--- src/sv/knnbc_pkg.sv ---
`timescale 1ns / 1ps

package knnbc_pkg;

  // Fixed field widths of the stream items.
  localparam int FEAT_W     = 16;
  localparam int FEAT_SLOTS = 8;
  localparam int DIFF_SQ_W  = 2 * FEAT_W;
  localparam int DIST_W     = 35;
  localparam int VOTE_W     = 3;

  // Input tdata: eight features, then the label, padded to whole bytes.
  localparam int LABEL_BIT  = FEAT_SLOTS * FEAT_W;
  localparam int IN_TDATA_W = ((LABEL_BIT + 1 + 7) / 8) * 8;

  // Output tdata: class, ones count, zeros count, padded to a byte.
  localparam int OUT_BITS    = 1 + 2 * VOTE_W;
  localparam int OUT_TDATA_W = ((OUT_BITS + 7) / 8) * 8;

  // Item kinds carried on tuser.
  localparam logic FUNC_QUERY = 1'b0;
  localparam logic FUNC_ROW   = 1'b1;

  // Sequencer states.
  typedef enum logic [2:0] {
    ST_IDLE,
    ST_MAC,
    ST_DRAIN,
    ST_INSERT,
    ST_VOTE
  } knnbc_state_t;

  // Controls from the sequencer to the shared distance unit.
  typedef struct packed {
    logic clear;
    logic step;
    logic drain;
  } mac_ctrl_t;

endpackage

--- src/sv/knnbc_mac.sv ---
`timescale 1ns / 1ps

module knnbc_mac
  import knnbc_pkg::*;
(
  input  logic                clk,
  input  logic                rst_n,
  input  mac_ctrl_t           ctrl,
  input  logic [FEAT_W-1:0]   a,
  input  logic [FEAT_W-1:0]   b,
  output logic [DIST_W-1:0]   acc
);

  logic [FEAT_W-1:0]    diff;
  logic [DIFF_SQ_W-1:0] prod_r;
  logic [DIFF_SQ_W-1:0] prod_nxt;
  logic                 pv_r;
  logic                 pv_nxt;
  logic [DIST_W-1:0]    acc_r;
  logic [DIST_W-1:0]    acc_nxt;

  // Absolute difference of one feature pair, then its square.
  assign diff     = (a >= b) ? (a - b) : (b - a);
  assign prod_nxt = diff * diff;

  // The product is registered and added to the sum in the following cycle.
  always_comb begin
    acc_nxt = acc_r;
    pv_nxt  = pv_r;
    if (ctrl.clear) begin
      acc_nxt = '0;
      pv_nxt  = 1'b0;
    end else if (ctrl.step) begin
      if (pv_r) begin
        acc_nxt = acc_r + DIST_W'(prod_r);
      end
      pv_nxt = 1'b1;
    end else if (ctrl.drain) begin
      if (pv_r) begin
        acc_nxt = acc_r + DIST_W'(prod_r);
      end
      pv_nxt = 1'b0;
    end
  end

  always_ff @(posedge clk) begin
    if (!rst_n) begin
      pv_r <= 1'b0;
    end else begin
      pv_r <= pv_nxt;
    end
  end

  always_ff @(posedge clk) begin
    acc_r <= acc_nxt;
    if (ctrl.step) begin
      prod_r <= prod_nxt;
    end
  end

  assign acc = acc_r;

endmodule

--- src/sv/knn_binary_classifier.sv ---
`timescale 1ns / 1ps

// Channel  Direction  Payload
// in_      input      tuser: func; tdata: feature_0..feature_7, label; tlast: last_row
// out_     output     tdata: predicted_class, votes_one, votes_zero
//
// A query transaction is accepted while idle and stores the features.
// A training row passes through the accepting idle state, one
// subtract-square-accumulate per feature through the shared unit, a drain
// state and an insert into the sorted neighbor list.
// A last row adds a vote state, and waits there while an earlier result
// is still held in the output register. Reset empties the list and zeroes
// the query; in_tready is low while a row is in progress.

module knn_binary_classifier
  import knnbc_pkg::*;
#(
  parameter int NEIGHBOURS = 5,
  parameter int FEATURES   = 8
) (
  input  logic                   clk,
  input  logic                   rst_n,
  input  logic                   in_tvalid,
  output logic                   in_tready,
  // [127:0] feature_0..feature_7 (16 bits each, feature_0 lowest), [128] label
  input  logic [IN_TDATA_W-1:0]  in_tdata,
  // [0] func
  input  logic                   in_tuser,
  input  logic                   in_tlast,
  output logic                   out_tvalid,
  input  logic                   out_tready,
  // [0] predicted_class, [3:1] votes_one, [6:4] votes_zero
  output logic [OUT_TDATA_W-1:0] out_tdata
);

  localparam int FW = (FEATURES > 1) ? $clog2(FEATURES) : 1;
  localparam int CW = $clog2(NEIGHBOURS + 1);

  knnbc_state_t state_r;
  knnbc_state_t state_nxt;

  logic [FW-1:0]     cnt_r;
  logic [FW-1:0]     cnt_nxt;
  logic [FEAT_W-1:0] query_r [FEATURES];
  logic [FEAT_W-1:0] row_r   [FEATURES];
  logic              label_r;
  logic              last_r;

  logic [DIST_W-1:0] dist_r  [NEIGHBOURS];
  logic              lab_r   [NEIGHBOURS];
  logic [NEIGHBOURS-1:0] valid_r;
  logic [CW-1:0]     ones_r;
  logic [CW-1:0]     zeros_r;

  logic [DIST_W-1:0] dist_ins [NEIGHBOURS];
  logic              lab_ins  [NEIGHBOURS];
  logic [NEIGHBOURS-1:0] valid_ins;
  logic [NEIGHBOURS-1:0] closer;

  logic                   out_valid_r;
  logic [OUT_TDATA_W-1:0] out_data_r;

  logic              in_fire;
  logic              load_query;
  logic              load_row;
  logic              do_insert;
  logic              do_vote;
  mac_ctrl_t         mac_ctrl;
  logic [DIST_W-1:0] row_dist;

  assign in_fire = in_tvalid && in_tready;

  // Shared distance unit.
  knnbc_mac u_mac (
    .clk   (clk),
    .rst_n (rst_n),
    .ctrl  (mac_ctrl),
    .a     (query_r[cnt_r]),
    .b     (row_r[cnt_r]),
    .acc   (row_dist)
  );

  // Next state.
  always_comb begin
    state_nxt = state_r;
    case (state_r)
      ST_IDLE: begin
        if (in_fire && (in_tuser == FUNC_ROW)) begin
          state_nxt = ST_MAC;
        end
      end
      ST_MAC: begin
        if (cnt_r == FW'(FEATURES - 1)) begin
          state_nxt = ST_DRAIN;
        end
      end
      ST_DRAIN: begin
        state_nxt = ST_INSERT;
      end
      ST_INSERT: begin
        state_nxt = last_r ? ST_VOTE : ST_IDLE;
      end
      ST_VOTE: begin
        if (!out_valid_r) begin
          state_nxt = ST_IDLE;
        end
      end
      default: begin
        state_nxt = ST_IDLE;
      end
    endcase
  end

  // Sequencer outputs.
  always_comb begin
    in_tready      = 1'b0;
    mac_ctrl       = '0;
    do_insert      = 1'b0;
    do_vote        = 1'b0;
    cnt_nxt        = cnt_r;
    case (state_r)
      ST_IDLE: begin
        in_tready      = 1'b1;
        mac_ctrl.clear = 1'b1;
        cnt_nxt        = '0;
      end
      ST_MAC: begin
        mac_ctrl.step = 1'b1;
        cnt_nxt       = cnt_r + FW'(1);
      end
      ST_DRAIN: begin
        mac_ctrl.drain = 1'b1;
      end
      ST_INSERT: begin
        do_insert = 1'b1;
      end
      ST_VOTE: begin
        do_vote = !out_valid_r;
      end
      default: begin
        in_tready = 1'b0;
      end
    endcase
  end

  assign load_query = in_fire && (in_tuser == FUNC_QUERY);
  assign load_row   = in_fire && (in_tuser == FUNC_ROW);

  always_ff @(posedge clk) begin
    if (!rst_n) begin
      state_r <= ST_IDLE;
      cnt_r   <= '0;
    end else begin
      state_r <= state_nxt;
      cnt_r   <= cnt_nxt;
    end
  end

  // Query and row feature registers.
  always_ff @(posedge clk) begin
    if (!rst_n) begin
      for (int f = 0; f < FEATURES; f++) begin
        query_r[f] <= '0;
      end
    end else if (load_query) begin
      for (int f = 0; f < FEATURES; f++) begin
        query_r[f] <= in_tdata[f*FEAT_W +: FEAT_W];
      end
    end
  end

  always_ff @(posedge clk) begin
    if (load_row) begin
      for (int f = 0; f < FEATURES; f++) begin
        row_r[f] <= in_tdata[f*FEAT_W +: FEAT_W];
      end
      label_r <= in_tdata[LABEL_BIT];
      last_r  <= in_tlast;
    end
  end

  // Sorted insertion: each slot compares against the new distance, and the
  // first closer slot takes the new row while the rest shift down by one.
  for (genvar i = 0; i < NEIGHBOURS; i++) begin : g_slot
    assign closer[i] = !valid_r[i] || (row_dist < dist_r[i]);
    if (i == 0) begin : g_head
      always_comb begin
        if (closer[i]) begin
          dist_ins[i]  = row_dist;
          lab_ins[i]   = label_r;
          valid_ins[i] = 1'b1;
        end else begin
          dist_ins[i]  = dist_r[i];
          lab_ins[i]   = lab_r[i];
          valid_ins[i] = valid_r[i];
        end
      end
    end else begin : g_tail
      always_comb begin
        if (closer[i] && !closer[i-1]) begin
          dist_ins[i]  = row_dist;
          lab_ins[i]   = label_r;
          valid_ins[i] = 1'b1;
        end else if (closer[i]) begin
          dist_ins[i]  = dist_r[i-1];
          lab_ins[i]   = lab_r[i-1];
          valid_ins[i] = valid_r[i-1];
        end else begin
          dist_ins[i]  = dist_r[i];
          lab_ins[i]   = lab_r[i];
          valid_ins[i] = valid_r[i];
        end
      end
    end
  end

  always_ff @(posedge clk) begin
    if (do_insert) begin
      for (int i = 0; i < NEIGHBOURS; i++) begin
        dist_r[i] <= dist_ins[i];
        lab_r[i]  <= lab_ins[i];
      end
    end
  end

  // Valid bits and running vote counts. An insertion into a full list drops
  // the last entry from the list, so its label leaves the count.
  always_ff @(posedge clk) begin
    if (!rst_n || load_query || do_vote) begin
      valid_r <= '0;
      ones_r  <= '0;
      zeros_r <= '0;
    end else if (do_insert && (|closer)) begin
      valid_r <= valid_ins;
      if (valid_r[NEIGHBOURS-1]) begin
        if (lab_r[NEIGHBOURS-1]) begin
          ones_r <= ones_r - CW'(1) + CW'(label_r);
          zeros_r <= zeros_r + CW'(!label_r);
        end else begin
          ones_r <= ones_r + CW'(label_r);
          zeros_r <= zeros_r - CW'(1) + CW'(!label_r);
        end
      end else begin
        ones_r  <= ones_r + CW'(label_r);
        zeros_r <= zeros_r + CW'(!label_r);
      end
    end
  end

  // Output register holds one result until the transaction completes.
  always_ff @(posedge clk) begin
    if (!rst_n) begin
      out_valid_r <= 1'b0;
    end else if (do_vote) begin
      out_valid_r <= 1'b1;
    end else if (out_tready) begin
      out_valid_r <= 1'b0;
    end
  end

  always_ff @(posedge clk) begin
    if (do_vote) begin
      out_data_r <= OUT_TDATA_W'({VOTE_W'(zeros_r), VOTE_W'(ones_r), (ones_r > zeros_r)});
    end
  end

  assign out_tvalid = out_valid_r;
  assign out_tdata  = out_data_r;

endmodule

--- config.mk ---
export PLATFORM = sky130hd
export DESIGN_NAME = knn_binary_classifier
export DESIGN_NICKNAME = d
export VERILOG_FILES = /design/src/sv/knnbc_pkg.sv /design/src/sv/knnbc_mac.sv /design/src/sv/knn_binary_classifier.sv
export SDC_FILE = /design/constraint.sdc
export NUM_CORES = 1
export LEC_CHECK = 0
export BUFFER_PORTS_ARGS = -buffer_cell sky130_fd_sc_hd__buf_4
export CAP_MARGIN = 20
export CORE_MARGIN = 2
export CORE_UTILIZATION = 68
export DETAILED_ROUTE_END_ITERATION = 16
export GPL_ROUTABILITY_DRIVEN = 0
export HOLD_SLACK_MARGIN = 0.15
export PLACE_DENSITY_LB_ADDON = 0.15
export SETUP_SLACK_MARGIN = 0.15
export SLEW_MARGIN = 20
export SYNTH_ARGS = -nofsm -noshare
export SYNTH_HDL_FRONTEND = slang
export SYNTH_HIERARCHICAL = 1
export SYNTH_SLANG_ARGS = --single-unit
export TNS_END_PERCENT = 10
--- constraint.sdc ---
create_clock -name clk -period 31.7 [get_ports clk]
set_input_delay 6.34 -clock clk [delete_from_list [all_inputs] [get_ports clk]]
set_output_delay 6.34 -clock clk [all_outputs]
set_load 0.1 [all_outputs]
**Word-level counts from Yosys, hierarchy flattened**

Memory sizes are Yosys's and may differ from the RTL's. A register that Yosys moved wholly into a read port is not among the register bits.
Index checks and enable logic that the tools add are counted.

- Flip-flop bits (word level): 95
- Latch bits: 0
- Bits in writable memories: 436
- Memory bits (read-only): 0
- Bits of input ports: 142
- Output and inout port bits: 10
- Logic and storage cells: 168
- Memories: 4

Memories:

| memory | words | bits a word | rd ports | clocked after memory_dff | wr ports | RTL line | text |
|---|---|---|---|---|---|---|---|
| dist_r | 5 | 35 | 5 | 0 | 5 | knn_binary_classifier.sv:49 | `logic [DIST_W-1:0] dist_r [NEIGHBOURS];` |
| query_r | 8 | 16 | 1 | 1 | 8 | knn_binary_classifier.sv:44 | `logic [FEAT_W-1:0] query_r [FEATURES];` |
| row_r | 8 | 16 | 1 | 1 | 8 | knn_binary_classifier.sv:45 | `logic [FEAT_W-1:0] row_r [FEATURES];` |
| lab_r | 5 | 1 | 5 | 0 | 5 | knn_binary_classifier.sv:50 | `logic lab_r [NEIGHBOURS];` |

- Add/subtract/negate cells: 10
- Multipliers: 1
- Divide/modulo/power cells: 0
- Order comparisons: 7
- Equality and inequality tests: 8
- Shifts and indexed selects: 0
- Mux-type cells: 69
- Bitwise operators: 10
- Reduce and logical (&&, ||, !) cells: 43

Operators with widths:

| operator | number |
|---|---|
| $mux 35 | 12 |
| $lt 35x35->1 | 5 |
| $mux 16 | 9 |
| $mux 3 | 12 |
| $add 35x32->35 | 1 |
| $mux 1 | 34 |
| $mul 16x16->32 | 1 |
| $sub 16x16->16 | 2 |
| $ge 16x16->1 | 1 |
| $pmux 3 s5 | 1 |
| $reduce_bool 2->1 | 7 |
| $add 3x1->3 | 4 |
| $logic_not 1->1 | 12 |
| $reduce_and 2->1 | 5 |
| $logic_and 1x1->1 | 8 |
| $or 1x1->1 | 8 |
| $logic_or 1x1->1 | 7 |
| $eq 3x2->1 const B | 2 |
| $eq 3x3->1 const B | 2 |
| $ne 2x2->1 const B | 3 |
| $pmux 3 s2 | 1 |
| $sub 3x1->3 const B | 2 |
| $reduce_or 5->1 | 1 |
| $add 3x1->3 const B | 1 |
| other kinds (6) | 7 |

**Logic depth before layout (Yosys ltp)**

- Depth after elaboration: 8
- Depth in mapped cells: 42
- Gate-level depth less buffers: 38

**By module**

Netlist, hierarchy kept.

Modules (own cells, without submodules):

| module | instances | cells an instance | area each (sq um) | sequential area each (sq um) |
|---|---|---|---|---|
| knn_binary_classifier | 1 | 1694 | 23162.2 | 13783.2 |
| knnbc_mac | 1 | 1466 | 12680.9 | 1651.6 |

**Least setup slack after synthesis**

Ideal clock, no wire load.

- Path kind: input to register
- From: input in_tvalid
- To: register valid_r[1]
- Setup time: 145 ps
- Data arrival time: 17305 ps
- Required time: 31555 ps
- Slack: 14250 ps
- Stages: 6
- Cell sequence: nand2_1 -> o21ai_0 -> nor2_1 -> clkbuf_1 -> o21ai_0 -> a21oi_1

- Cells in the longest elaborated chain, start to end: 4

RTL lines:

| what | RTL line | text |
|---|---|---|
| start, declared | knn_binary_classifier.sv:23 | `input logic in_tvalid,` |
| $logic_and 1x1->1 | knn_binary_classifier.sv:71 | `assign in_fire = in_tvalid && in_tready;` |
| $logic_and 1x1->1 | knn_binary_classifier.sv:146 | `assign load_query = in_fire && (in_tuser == FUNC_QUERY);` |
| $logic_or 1x1->1 (2 in a row) | knn_binary_classifier.sv:229 | `if (!rst_n \|\| load_query \|\| do_vote) begin` |
| end signal, assigned | knn_binary_classifier.sv:234 | `valid_r <= valid_ins;` |
| end, declared | knn_binary_classifier.sv:51 | `logic [NEIGHBOURS-1:0] valid_r;` |

No other way between the ends.
A chain may end at the register's enable or synchronous reset.

==> flow_summary.ini <==
[sta]
period_needed_ps = 11580
hold_violations = 0
tns_ps = 0
worst_pin_slew_ps = 981.8
period_share_pct = 36.52
drv_slew = 0
final-setup-viol-count = 0
fmax_ghz = 0.08639
rsz0062_at_grt = false
skew_ps = 43.50
maxSlewHeadroom_pct = 34.31

[final_layout]
area_growth_pct = 10.12
fillers = 3331
final_cell_mix = edfxtp_1, inv_1, ha_1
fin_nets = 3935
layout_commonest_cell = edfxtp_1
seqCellArea_um2 = 15440
drive_above_1_share_pct = 15.06
multi_input_area_um2 = 18220
antennaDiodeCount = 0

[critical_path]
r2r_cells = 38
start_kind = flop
end_kind = flop
cpMostUsedCell = inv_1
cp_slowest_stage_delay_ps = 770
path_max_fanout = 45
r2r_end = u_mac/prod_r[31]
cp_slowest_cell = buf_4
crit_type = flop to flop
required_ps = 32080
cp_data_arrival_time_ps = 11950
regToRegSetupSlack_ps = 20120

[clock_tree]
cts_buffers = 56
clk_latency_ps = 630
clock_sinks = 533
root_buffer = clkbuf_16
cts-hold-fix-buffers = 0
cts_tree = done
ctsResizeCount = 0
max-clock-path-buffers = 3
cts_max_level = 2
postCtsSetupRepairBufs = 0
clk_pin_slew_worst_paths_ps = 60

[global_route]
grt_pass1_wl_um = 124400
grt_start_max_net_pins = 97
grt_overflow_total = 0
grt_use_total_pct = 28.82
grt_pass1_vias = 24800
antenna_found_initial = 0

[placement]
hpwl_um = 56530
portBuffers = 143

[min_path]
hold_end = out_tdata[6]
hp-class = flop to flop
hp-start = zeros_r[2]
hold-path-cell-count = 0

[synthesis]
synth_seq_cells = 533
async_flop_share_pct = 0
ys_warn_count = 6
ys_types = 97
ys_seq_area_share_pct = 43.06
synth_ff_type = edfxtp_1
synth_cells = 3160
syn_avg_cell_area_um2 = 11.34
synth_nets = 3813
synth_edf_count = 476
syn_area_um2 = 35840

[drt]
dr.pass1.iters = 7
routed_wl_um = 76580
drcViolationCount = 0
wl_per_cell_um = 19.07
vias = 24000
antenna_left = 0
drt_iter0_drc = 1781
avgViaCountPerCell = 5.977

[floorplan]
die_y_um = 233.6
start_util_pct = 68.48
dieWidth_um = 233.6
ioPinCount = 152
dieArea_um2 = 54560
core_area_um2 = 52340
rows = 84

[status]
status = complete, no violations

[job]
cap_violations = 0
-- metal layers --
metal	up-vias	track usage (%)	share of wire, %
met2	781	50.62	50
met3	184	3.735	5.4
li1	11310	-	-
met4	0	10.30	3.5
met5	-	0	0
met1	11720	36.74	41
-- through the flow --
step / hold WS [ps] / instances / setup slack (ps) / instance area [um2] / util, %
after floorplan: 430.0 / 3160 / 14250 / 35840 / -
after global placement: 443.2 / 3911 / 20400 / 37560 / 71.76
after detailed placement: 442.4 / 3911 / 20210 / 37560 / 71.76
after CTS: 479.7 / 4014 / 20150 / 39450 / 75.37
after global routing: 483.9 / 4015 / 19530 / 39470 / 75.41
final: 490.2 / 4015 / 20120 / 39470 / 75.41
-- sequential cells by signal, summed over array words and instances (netlist names), named ones only --
register / cells
label_r: 1
valid_r: 5
u_mac/prod_r: 31
ones_r: 3
lab_r: 5
u_mac/acc: 35
row_r: 128
zeros_r: 3
cnt_r: 3
u_mac/pv_r: 1
out_tdata: 7
query_r: 128
dist_r: 175
out_tvalid: 1
last_r: 1
state_r: 3
-- worst max-delay path by stage --
stage / start / to / slack [ps]
6_report: flop / u_mac/prod_r[31] / 20120
5_1_grt: flop / u_mac/prod_r[31] / 19530
4_1_cts: flop / u_mac/prod_r[31] / 20150
3_5_place_dp: flop / u_mac/prod_r[31] / 20210
3_3_place_gp: flop / u_mac/prod_r[31] / 20400
2_1_floorplan: in_tvalid / valid_r[1] / 14250
-- critical path: cells and delay by family (launching register included) --
kind / cells / cell delay (ps)
DFF: 1 / 620
and+or+nand+nor: 4 / 770
AOI/OAI and AO/OA: 12 / 2600
muxes: 2 / 920
xor gates and xnor gates: 2 / 320
adders and majority gates: 8 / 3960
buffers and inverters: 10 / 2050
-- Yosys cell counts, drive strengths merged, types with 6 or more instances --
library cell,count,area (um2)
xor2,26,235.2
xnor2,44,392.9
o21ai,141,709.4
and4,6,55.05
or3,11,73.82
nand3b,7,52.55
a21o,66,496.7
o21bai,12,90.09
mux2i,14,140.1
buf,42,257.7
and3,11,68.82
nand4,32,200.2
a21boi,9,67.57
ha,347,4342
dfxtp,57,1141
o21a,18,135.1
nor2b,10,62.56
clkbuf,66,247.7
or2,6,37.54
nand3,62,360.4
mux4,64,1441
nor2,139,536.8
o211ai,7,66.31
nand2b,14,87.58
a211oi,29,237.7
o31ai,11,87.58
edfxtp,476,14290
mux2,112,1265
a21oi,159,803.3
nand2,283,1067
a31oi,18,118.9
a2111oi,7,62.56
fa,164,3283
and2,136,850.8
nor3,16,85.08
inv,469,1760
-- area by class of cell --
class / instances / area share, %
multi-input combinational: 2050 / 46.15
timing repair buffer: 172 / 3.303
sequential: 533 / 39.12
tap: 688 / 2.181
clock inverter: 28 / 0.8718
inverter: 469 / 4.460
clock buffer: 75 / 3.912
-- logic make-up (layout without fill, tap and decap cells) --
family,Yosys count,count (layout),share of synthesized area [%]
AOI/OAI and AO/OA,525,525,9.296
xor gates and xnor gates,70,70,1.752
adders and majority gates,511,511,21.27
buffers and inverters,577,744,6.322
DFF,533,533,43.06
muxes,190,190,7.941
other,1,1,0.01046
and+or+nand+nor,753,753,10.34
Power is not shown: default switching activity piles up to over one toggle a cycle in this logic, so the estimate is an artifact.
